$ cat config.mk
export PLATFORM = sky130hd
export DESIGN_NAME = tnc_ctrl
export DESIGN_NICKNAME = d
export VERILOG_FILES = /design/src/rtl/tnc_pkg.sv /design/src/rtl/tnc_ctrl.sv
export SDC_FILE = /design/constraint.sdc
export NUM_CORES = 1
export LEC_CHECK = 0
export BUFFER_PORTS_ARGS = -buffer_cell sky130_fd_sc_hd__buf_4
export CAP_MARGIN = 15
export CORE_MARGIN = 3
export CORE_UTILIZATION = 45
export CTS_CLUSTER_SIZE = 14
export DETAILED_ROUTE_END_ITERATION = 10
export HOLD_SLACK_MARGIN = 0.08
export MAX_ROUTING_LAYER = met4
export PLACE_DENSITY = 0.71
export SKIP_LAST_GASP = 1
export SLEW_MARGIN = 20
export SYNTH_ARGS = -nofsm -noshare
export SYNTH_HDL_FRONTEND = slang
export SYNTH_SLANG_ARGS = --single-unit
$ cat constraint.sdc
create_clock -name clk_i -period 4.6 [get_ports clk_i]
set_input_delay 0.46 -clock clk_i [delete_from_list [all_inputs] [get_ports clk_i]]
set_output_delay 0.46 -clock clk_i [all_outputs]
set_load 0.01 [all_outputs]
$ cat src/rtl/tnc_pkg.sv
// ----------------------------------------------------------------------------
// tnc_pkg
// Shared sizes, character codes, types and helpers of the tag nesting checker.
// ----------------------------------------------------------------------------
package tnc_pkg;

  localparam int STACK_DEPTH = 32;
  localparam int NAME_LEN    = 16;

  localparam int CH_W   = 8;
  localparam int SD_W   = (STACK_DEPTH > 1) ? $clog2(STACK_DEPTH) : 1;
  localparam int CNT_W  = $clog2(STACK_DEPTH + 1);
  localparam int NL_W   = (NAME_LEN > 1) ? $clog2(NAME_LEN) : 1;
  localparam int LEN_W  = $clog2(NAME_LEN + 1);
  localparam int POS_W  = $clog2(NAME_LEN + 2);
  localparam int ADDR_W = $clog2(STACK_DEPTH * NAME_LEN);

  localparam logic [CH_W-1:0] CH_LT    = 8'h3C;
  localparam logic [CH_W-1:0] CH_GT    = 8'h3E;
  localparam logic [CH_W-1:0] CH_SLASH = 8'h2F;
  localparam logic [CH_W-1:0] CH_SPACE = 8'h20;
  localparam logic [CH_W-1:0] CH_TAB   = 8'h09;
  localparam logic [CH_W-1:0] CH_CR    = 8'h0D;

  typedef enum logic [2:0] {
    PH_OUT,
    PH_START,
    PH_LEAD,
    PH_TOKEN,
    PH_AFTER,
    PH_CLOSE
  } tnc_phase_e;

  // Requests from the control path to the stack memories
  typedef struct packed {
    logic              name_we;
    logic [ADDR_W-1:0] name_waddr;
    logic [CH_W-1:0]   name_wdata;
    logic [ADDR_W-1:0] name_raddr;
    logic              len_we;
    logic [SD_W-1:0]   len_waddr;
    logic [LEN_W-1:0]  len_wdata;
    logic [SD_W-1:0]   len_raddr;
  } tnc_mem_req_t;

  // Registered read data, valid in the cycle after the read address
  typedef struct packed {
    logic [CH_W-1:0]  name;
    logic [LEN_W-1:0] len;
  } tnc_mem_rsp_t;

  function automatic logic is_space(input logic [CH_W-1:0] c);
    return (c == CH_SPACE) || ((c >= CH_TAB) && (c <= CH_CR));
  endfunction

endpackage

$ cat src/rtl/tnc_ctrl.sv
// ----------------------------------------------------------------------------
// tnc_ctrl
// Tag parser, stack pointer and verdict register. Reads the stack memories at
// the address of the next state so the data is ready for the next character.
// ----------------------------------------------------------------------------
module tnc_ctrl (
  input  logic                     clk_i,
  input  logic                     rst_ni,
  input  logic                     in_valid_i,
  input  logic [tnc_pkg::CH_W-1:0] in_ch_i,
  input  logic                     in_eol_i,
  output logic                     in_ready_o,
  output logic                     out_valid_o,
  output logic                     out_legal_o,
  output logic                     out_overflowed_o,
  input  logic                     out_ready_i,
  output tnc_pkg::tnc_mem_req_t    mem_req_o,
  input  tnc_pkg::tnc_mem_rsp_t    mem_rsp_i
);

  tnc_pkg::tnc_phase_e         phase_q, phase_d;
  logic [tnc_pkg::CNT_W-1:0]   cnt_q, cnt_d;
  logic [tnc_pkg::POS_W-1:0]   pos_q, pos_d;
  logic [tnc_pkg::POS_W-1:0]   tok_q, tok_d;
  logic                        slash_q, slash_d;
  logic                        mis_q, mis_d;
  logic                        failed_q, failed_d;
  logic                        ovf_q, ovf_d;
  logic                        out_valid_q;
  logic                        legal_q, overflowed_q;

  logic                        acc;
  logic                        verdict;
  logic                        tok_write;
  logic                        sp;
  logic [tnc_pkg::SD_W-1:0]    row_d;
  logic [tnc_pkg::NL_W-1:0]    col_d;
  logic [tnc_pkg::POS_W-1:0]   top_len;

  assign in_ready_o = !out_valid_q || out_ready_i;
  assign acc        = in_valid_i && in_ready_o;
  assign verdict    = acc && in_eol_i;
  assign sp         = tnc_pkg::is_space(in_ch_i);
  assign top_len    = tnc_pkg::POS_W'(mem_rsp_i.len);

  always_comb begin
    phase_d   = phase_q;
    cnt_d     = cnt_q;
    pos_d     = pos_q;
    tok_d     = tok_q;
    slash_d   = slash_q;
    mis_d     = mis_q;
    failed_d  = failed_q;
    ovf_d     = ovf_q;
    tok_write = 1'b0;
    mem_req_o = '0;

    if (acc) begin
      if (in_eol_i) begin
        phase_d  = tnc_pkg::PH_OUT;
        cnt_d    = '0;
        pos_d    = '0;
        tok_d    = '0;
        slash_d  = 1'b0;
        mis_d    = 1'b0;
        failed_d = 1'b0;
        ovf_d    = 1'b0;
      end else if (!failed_q) begin
        if (phase_q == tnc_pkg::PH_OUT) begin
          if (in_ch_i == tnc_pkg::CH_LT) begin
            phase_d = tnc_pkg::PH_START;
            pos_d   = '0;
            tok_d   = '0;
            slash_d = 1'b0;
            mis_d   = 1'b0;
          end
        end else if (in_ch_i == tnc_pkg::CH_GT) begin
          phase_d = tnc_pkg::PH_OUT;
          if (phase_q == tnc_pkg::PH_CLOSE) begin
            if ((cnt_q == '0) || mis_q || (pos_q != top_len)) begin
              failed_d = 1'b1;
            end else begin
              cnt_d = cnt_q - 1'b1;
            end
          end else if ((phase_q != tnc_pkg::PH_START) && !slash_q) begin
            if ((cnt_q >= tnc_pkg::CNT_W'(tnc_pkg::STACK_DEPTH)) ||
                (tok_q > tnc_pkg::POS_W'(tnc_pkg::NAME_LEN))) begin
              ovf_d    = 1'b1;
              failed_d = 1'b1;
            end else begin
              // push: record the length of the new top
              mem_req_o.len_we    = 1'b1;
              mem_req_o.len_waddr = cnt_q[tnc_pkg::SD_W-1:0];
              mem_req_o.len_wdata = tok_q[tnc_pkg::LEN_W-1:0];
              cnt_d               = cnt_q + 1'b1;
            end
          end
        end else begin
          unique case (phase_q)
            tnc_pkg::PH_START: begin
              if (in_ch_i == tnc_pkg::CH_SLASH) begin
                phase_d = tnc_pkg::PH_CLOSE;
              end else if (sp) begin
                phase_d = tnc_pkg::PH_LEAD;
              end else begin
                phase_d   = tnc_pkg::PH_TOKEN;
                tok_write = 1'b1;
              end
            end
            tnc_pkg::PH_LEAD: begin
              if (!sp) begin
                phase_d   = tnc_pkg::PH_TOKEN;
                tok_write = 1'b1;
              end
            end
            tnc_pkg::PH_TOKEN: begin
              if (sp) begin
                phase_d = tnc_pkg::PH_AFTER;
              end else begin
                tok_write = 1'b1;
              end
            end
            tnc_pkg::PH_CLOSE: begin
              // compare against the top name, read out in the previous cycle
              if ((cnt_q == '0) || (pos_q >= tnc_pkg::POS_W'(tnc_pkg::NAME_LEN)) ||
                  (pos_q >= top_len) || (mem_rsp_i.name != in_ch_i)) begin
                mis_d = 1'b1;
              end
              if (pos_q <= tnc_pkg::POS_W'(tnc_pkg::NAME_LEN)) begin
                pos_d = pos_q + 1'b1;
              end
            end
            default: begin
            end
          endcase
          slash_d = (in_ch_i == tnc_pkg::CH_SLASH);
        end
      end
    end

    if (tok_write) begin
      if ((cnt_q < tnc_pkg::CNT_W'(tnc_pkg::STACK_DEPTH)) &&
          (tok_q < tnc_pkg::POS_W'(tnc_pkg::NAME_LEN))) begin
        mem_req_o.name_we    = 1'b1;
        mem_req_o.name_waddr =
          tnc_pkg::ADDR_W'(tnc_pkg::ADDR_W'(cnt_q[tnc_pkg::SD_W-1:0]) *
                           tnc_pkg::ADDR_W'(tnc_pkg::NAME_LEN)) +
          tnc_pkg::ADDR_W'(tok_q[tnc_pkg::NL_W-1:0]);
        mem_req_o.name_wdata = in_ch_i;
      end
      if (tok_q <= tnc_pkg::POS_W'(tnc_pkg::NAME_LEN)) begin
        tok_d = tok_q + 1'b1;
      end
    end

    // prefetch the entry the next closing character will compare against
    row_d = (cnt_d == '0) ? '0 : tnc_pkg::SD_W'(cnt_d - 1'b1);
    col_d = (pos_d < tnc_pkg::POS_W'(tnc_pkg::NAME_LEN)) ? pos_d[tnc_pkg::NL_W-1:0] : '0;
    mem_req_o.name_raddr =
      tnc_pkg::ADDR_W'(tnc_pkg::ADDR_W'(row_d) * tnc_pkg::ADDR_W'(tnc_pkg::NAME_LEN)) +
      tnc_pkg::ADDR_W'(col_d);
    mem_req_o.len_raddr = row_d;
  end

  always_ff @(posedge clk_i or negedge rst_ni) begin
    if (!rst_ni) begin
      phase_q     <= tnc_pkg::PH_OUT;
      cnt_q       <= '0;
      pos_q       <= '0;
      tok_q       <= '0;
      slash_q     <= 1'b0;
      mis_q       <= 1'b0;
      failed_q    <= 1'b0;
      ovf_q       <= 1'b0;
      out_valid_q <= 1'b0;
    end else begin
      phase_q  <= phase_d;
      cnt_q    <= cnt_d;
      pos_q    <= pos_d;
      tok_q    <= tok_d;
      slash_q  <= slash_d;
      mis_q    <= mis_d;
      failed_q <= failed_d;
      ovf_q    <= ovf_d;
      if (verdict) begin
        out_valid_q <= 1'b1;
      end else if (out_ready_i) begin
        out_valid_q <= 1'b0;
      end
    end
  end

  always_ff @(posedge clk_i) begin
    if (verdict) begin
      legal_q      <= !failed_q && (cnt_q == '0);
      overflowed_q <= ovf_q;
    end
  end

  assign out_valid_o      = out_valid_q;
  assign out_legal_o      = legal_q;
  assign out_overflowed_o = overflowed_q;

endmodule

# After elaboration in Yosys (flattened, before gate mapping)
# Index checks and enable logic that the tools add are counted.
[word_totals]
regBits = 26
[classes]
reduce_logical = 32
magnitude_cmp = 11
n_eq_ne = 18
n_addsub = 7
n_mux = 82
[op_table]
columns = ["op", "n"]
rows = [
  ["two-way mux 11 bit", 8],
  ["two-way mux 5 bit", 16],
  ["two-way mux 6 bit", 9],
  ["two-way mux 1 bit", 36],
  ["two-way mux 18 bit", 2],
  ["equality test 8 x 6 -> 1 bit (second input constant)", 4],
  ["two-way mux 3 bit", 8],
  ["adder 9 x 4 -> 9 bit", 2],
  ["logical NOT 6 bit", 2],
  ["AND reduction 6 bit", 2],
  ["adder 5 x 1 -> 5 bit (second input constant)", 2],
  ["less-or-equal comparator 5 bit (second input constant)", 2],
  ["less-than comparator 5 bit (second input constant)", 2],
  ["!= test 5 bit (second input constant)", 2],
  ["case mux 3 bit (3 select lines)", 1],
  ["greater-or-equal comparator 8 x 4 -> 1 bit (second input constant)", 1],
  ["less-or-equal comparator 8 x 4 -> 1 bit (second input constant)", 1],
  ["logical OR 1 bit", 8],
  ["!= test 8 bit", 1],
  ["nonzero test 2 bit", 4],
  ["AND reduction 7 bit", 1],
  ["adder 6 x 1 -> 6 bit (second input constant)", 1],
  ["equality test 3 x 2 -> 1 bit (second input constant)", 2],
  ["greater-or-equal comparator 6 bit (second input constant)", 1],
  ["22 further kinds", 32],
]

# Logic depth before layout (Yosys ltp)
[logic_depth]
ltp_word = 13
depth_mapped = 12
depth_no_buf = 11

# Worst setup path after synthesis
# OpenSTA, ideal clock, no wires.
[synth_path]
kind = "reg-to-output"
from = "register tok_q[0] (netlist bit)"
to = "output port mem_req_o[24] (netlist bit)"
stages_incl_launch_ff = 13
t_arrival_ns = 3.032
setup_slack_ns = 1.108
path_cell_list = "dfrtp_1 -> inv_1 -> ha_1 -> or3b_4 -> a2111oi_4 -> a31o_2 -> nor4_1 -> a211oi_1 -> ha_1 -> o21ai_0 -> nor2b_1 -> mux2_2 -> buf_4"
[synth_lines]
columns = ["item", "line", "rtl"]
rows = [
  ["start: declaration", "tnc_ctrl.sv:24", "logic [tnc_pkg::POS_W-1:0] tok_q, tok_d;"],
  ["start signal: assignment", "tnc_ctrl.sv:180", "tok_q <= tok_d;"],
  ["end: declaration", "tnc_ctrl.sv:17", "output tnc_pkg::tnc_mem_req_t mem_req_o,"],
]

==> results by group <==
Status
  • Outcome: completed

Run
  • Max-cap violations: 0

Power and ir drop
  • Net Switching: 0.393 mW
  • Pint: between 0.5 and 0.6 mW
  • Power share of the clock group: between 10 and 15%
  • Power per cell area: 303 mW/mm^2
  • Switching share of power: around two fifths
  • Pleak: 1.54 nW
  • Sequential cell fraction of total power: approximately a third
  • Worst IR Drop VDD: ~0.18 mV
  • Comb pwr share: between 50 and 60%
  • Total power: between 0.9 and 1 mW

Global routing
  • Largest net degree at the start of global routing: 25
  • Vias in the first global route: between 2k and 2.5k
  • Gr usage total: approximately a quarter
  • GRT Residual Overflow: 0
  • Initial antenna violation count: 0
  • Global-route wire length before repair: between 10,000 and 15,000 um

Finish
  • Commonest cells after routing, fill and taps aside: buf_4 (77), nor2_1 (29), inv_1 (24), dfrtp_1 (24), and2_1 (21)
  • Commonest non-fill, non-tap cell in the layout: buf_4
  • Layout area overhead: 25.8%
  • Layout Nets: 420
  • Fin util: between 60% and 70%
  • Layout cells sized above 1: 26.6%
  • Ant. Diodes: 0

Logic synthesis
  • EDFF count, synth: 2
  • Mapped Area: between 0.002 and 0.003 sq mm
  • Ys async rst share: approximately 92%
  • Compound-Gate Fraction of Synth Area: 20.0%
  • Synthesized Nets: 352
  • Synth cell types: between 50 and 60
  • Syn Inst Count: roughly 310
  • Post-synthesis mux area share: 3.05%
  • Main synth FF type: dfrtp_1
  • Seq/Total Area, Yosys: between 20% and 30%
  • XOR/XNOR share of the synthesized area: under 10%
  • Synth Area in Adders: approximately 7%
  • Synth Register Bits: 26
  • Largest family of logic cells by synthesized area: simple AND/OR/NAND/NOR gates
  • Simple-gate share of the synthesized area: between 30% and 40%
  • Yosys warnings: 0
  • Synth Area per Inst: 8.02 sq um

Clock network
  • Clk slew on worst S/H paths: 90 ps
  • Clk root buf: clkbuf_8
  • Htree depth: 1
  • CTS tree: built
  • CTS sink count: 26
  • Post-CTS Setup Bufs: 0
  • Clock latency on the worst-skew pair: approximately 270 ps
  • Clock Path Buffers: 2
  • Num CTS Buffers: 3

Detailed routing
  • Drt initial violations: between 150 and 200
  • Antenna-violating nets left: 0
  • Vias per cell: approximately 5.7
  • DRT Wirelength: roughly 7000 um
  • WL per Instance: around 16 um
  • DRC: 0
  • DRT Pass-1 Iters: 6
  • Vias post-DR: ~2.6k

STA
  • Clock Skew: 9.27 ps
  • Endpoints failing setup: 0
  • Achievable frequency: ~250 MHz
  • RSZ-0062 raised after global routing: false
  • Setup WS post-layout: ~570 ps
  • Fin Hold WS: between 400 and 500 ps
  • Setup TNS: 0 ps
  • Worst Max-Slew Pin Slew: around 840 ps
  • Final hold vios: 0
  • Final period util: ~88%
  • Pins Over Slew Limit: 0
  • Final min period: a little over 4000 ps
  • Normalized max-slew margin: 43.2%

Setup path
  • Critical path cell sequence: inv_1 > ha_1 > or3b_4 > a2111oi_4 > buf_4 > a31o_2 > nor4_1 > a211oi_1 > ha_1 > o21ai_0 > nor2b_1 > mux2_2 > buf_4
  • Worst Path Max Fanout: 17
  • Slowest-stage cell, CP: dfrtp_1
  • Crit-path max cell delay: approximately 450 ps
  • Critical path origin: tok_q[0]$_DFF_PN0_
  • CP arrival: about 3600 ps
  • CP Capture Type: primary output
  • Worst setup SP type: register
  • CP required: a little over 4000 ps
  • CP Class: register to primary output
  • R2R Path Start: tok_q[0]$_DFF_PN0_

Die
  • Die Y: between 80 and 90 um
  • Die extent in x: 80.6 um
  • Site row count: 26
  • Die area: between 0.006 and 0.007 sq mm
  • Initial Util: 47.8%
  • IO Pins: 73
  • Core area: roughly 0.0052 sq mm

Placement
  • Pre-CTS setup slack: slightly below 900 ps
  • HPWL after detailed placement: ~5500 um
  • Number of I/O port buffers: around 70
  • RePlAce Congestion: ~0.9

Hold path
  • Hold wc startpoint: ovf_q$_DFFE_PN0P_
  • Hold WC Path Type: register to register
flip-flops by register name (all words and copies together), names as in the netlist:
| register | cells |
|---|---|
| tok_q | 5 |
| mis_q | 1 |
| out_legal_o | 1 |
| out_overflowed_o | 1 |
| ovf_q | 1 |
| cnt_q | 6 |
| slash_q | 1 |
| out_valid_o | 1 |
| failed_q | 1 |
| phase_q | 3 |
| pos_q | 5 |
path summary, 6_finish.rpt:
kind | endpoint | cells after the start | slack (ps)
setup reg to reg | cnt_q[2]$_DFF_PN0_ | 9 | 1940
hold / removal | out_overflowed_o$_DFFE_PP_ | 0 | 470
setup / recovery | mem_req_o[24] | 13 | 570
max in group asynchronous | cnt_q[5]$_DFF_PN0_ | 2 | 3730
min in group asynchronous | pos_q[1]$_DFF_PN0_ | 2 | 610
hold reg to reg | out_overflowed_o$_DFFE_PP_ | 0 | 470
layer usage:
metal | GRT usage, % | part of all wire [%]
met4 | 4.73 | 0.96
met1 | 31.1 | 45
met2 | 37.3 | 47
met5 | - | 0
met3 | 4.04 | 6.4
through the flow:
stage / instance area, sq um / cells
floorplan: 2500 / 312
global placement: 3090 / 444
detailed placement: 3090 / 444
CTS: 3150 / 449
global route: 3150 / 449
finish: 3150 / 449
kinds of logic (layout without fill, tap and decap cells):
logic type	after synthesis	in the layout
compound gates	68	68
xor+xnor	10	10
buf+inv	39	106
flops	26	26
simple gates	148	148
mux	7	7
fa+ha+maj	14	14
power groups by stage:
stage          sequential, mW  combinational, mW  clock (mW)
2_1_floorplan           0.300              0.339           0
5_1_grt                 0.323              0.563       0.144
3_5_place_dp            0.318              0.499           0
6_report                0.316              0.503       0.133
3_3_place_gp            0.319              0.493           0
4_1_cts                 0.314              0.503       0.136
Yosys cell counts (all sizes together), types with 3 or more instances:
cell     instances  area share [%]
nand3b           3            0.90
o21a             4             1.2
dfrtp           24              24
nor2b            8             2.0
a22o             4             1.4
or3              4             1.1
nor2            29             4.3
a21o             4             1.3
nand3            7             1.4
mux2             5             2.2
a31oi            7             1.7
nor3b            3            0.90
nand2           17             2.5
nor3            12             2.4
nand4            5             1.3
and2            23             5.8
xnor2            5             1.7
inv             24             3.6
a21oi           13             3.1
xor2             5             1.7
and3            17             4.3
a2111oi          4             2.2
nor4             7             1.7
o31ai            3            0.90
buf              6             1.7
nand2b           3            0.75
ha              14             7.0
o21ai           12             2.4
a41oi            3             1.1
clkbuf           9             1.3
a211oi           5             1.5
cell type report:
type                    count  area [sq um]
well taps                  70          87.6
clock buffers               4          45.0
inverters                  24          90.1
multi-input cells         247          1680
repair buffers             78           588
fillers                   454          2090
flip-flops and latches     26           661
repair_timing:
| action | 4_1_cts | 5_1_grt |
|---|---|---|
| endpoints found under the setup margin | 0 | 0 |
| hold endpoints to repair | 11 | 0 |
| hold buffers | 1 | 0 |
| resized for setup | 0 | 0 |
worst max-delay path: cells and delay by family (launching register included):
kind            cells  cell delay (ps)
compound gates      4             1090
simple gates        3              610
buf+inv             3              490
flops               1              450
fa+ha+maj           2              370
mux                 1              270
(Power assumes the default switching activity.)
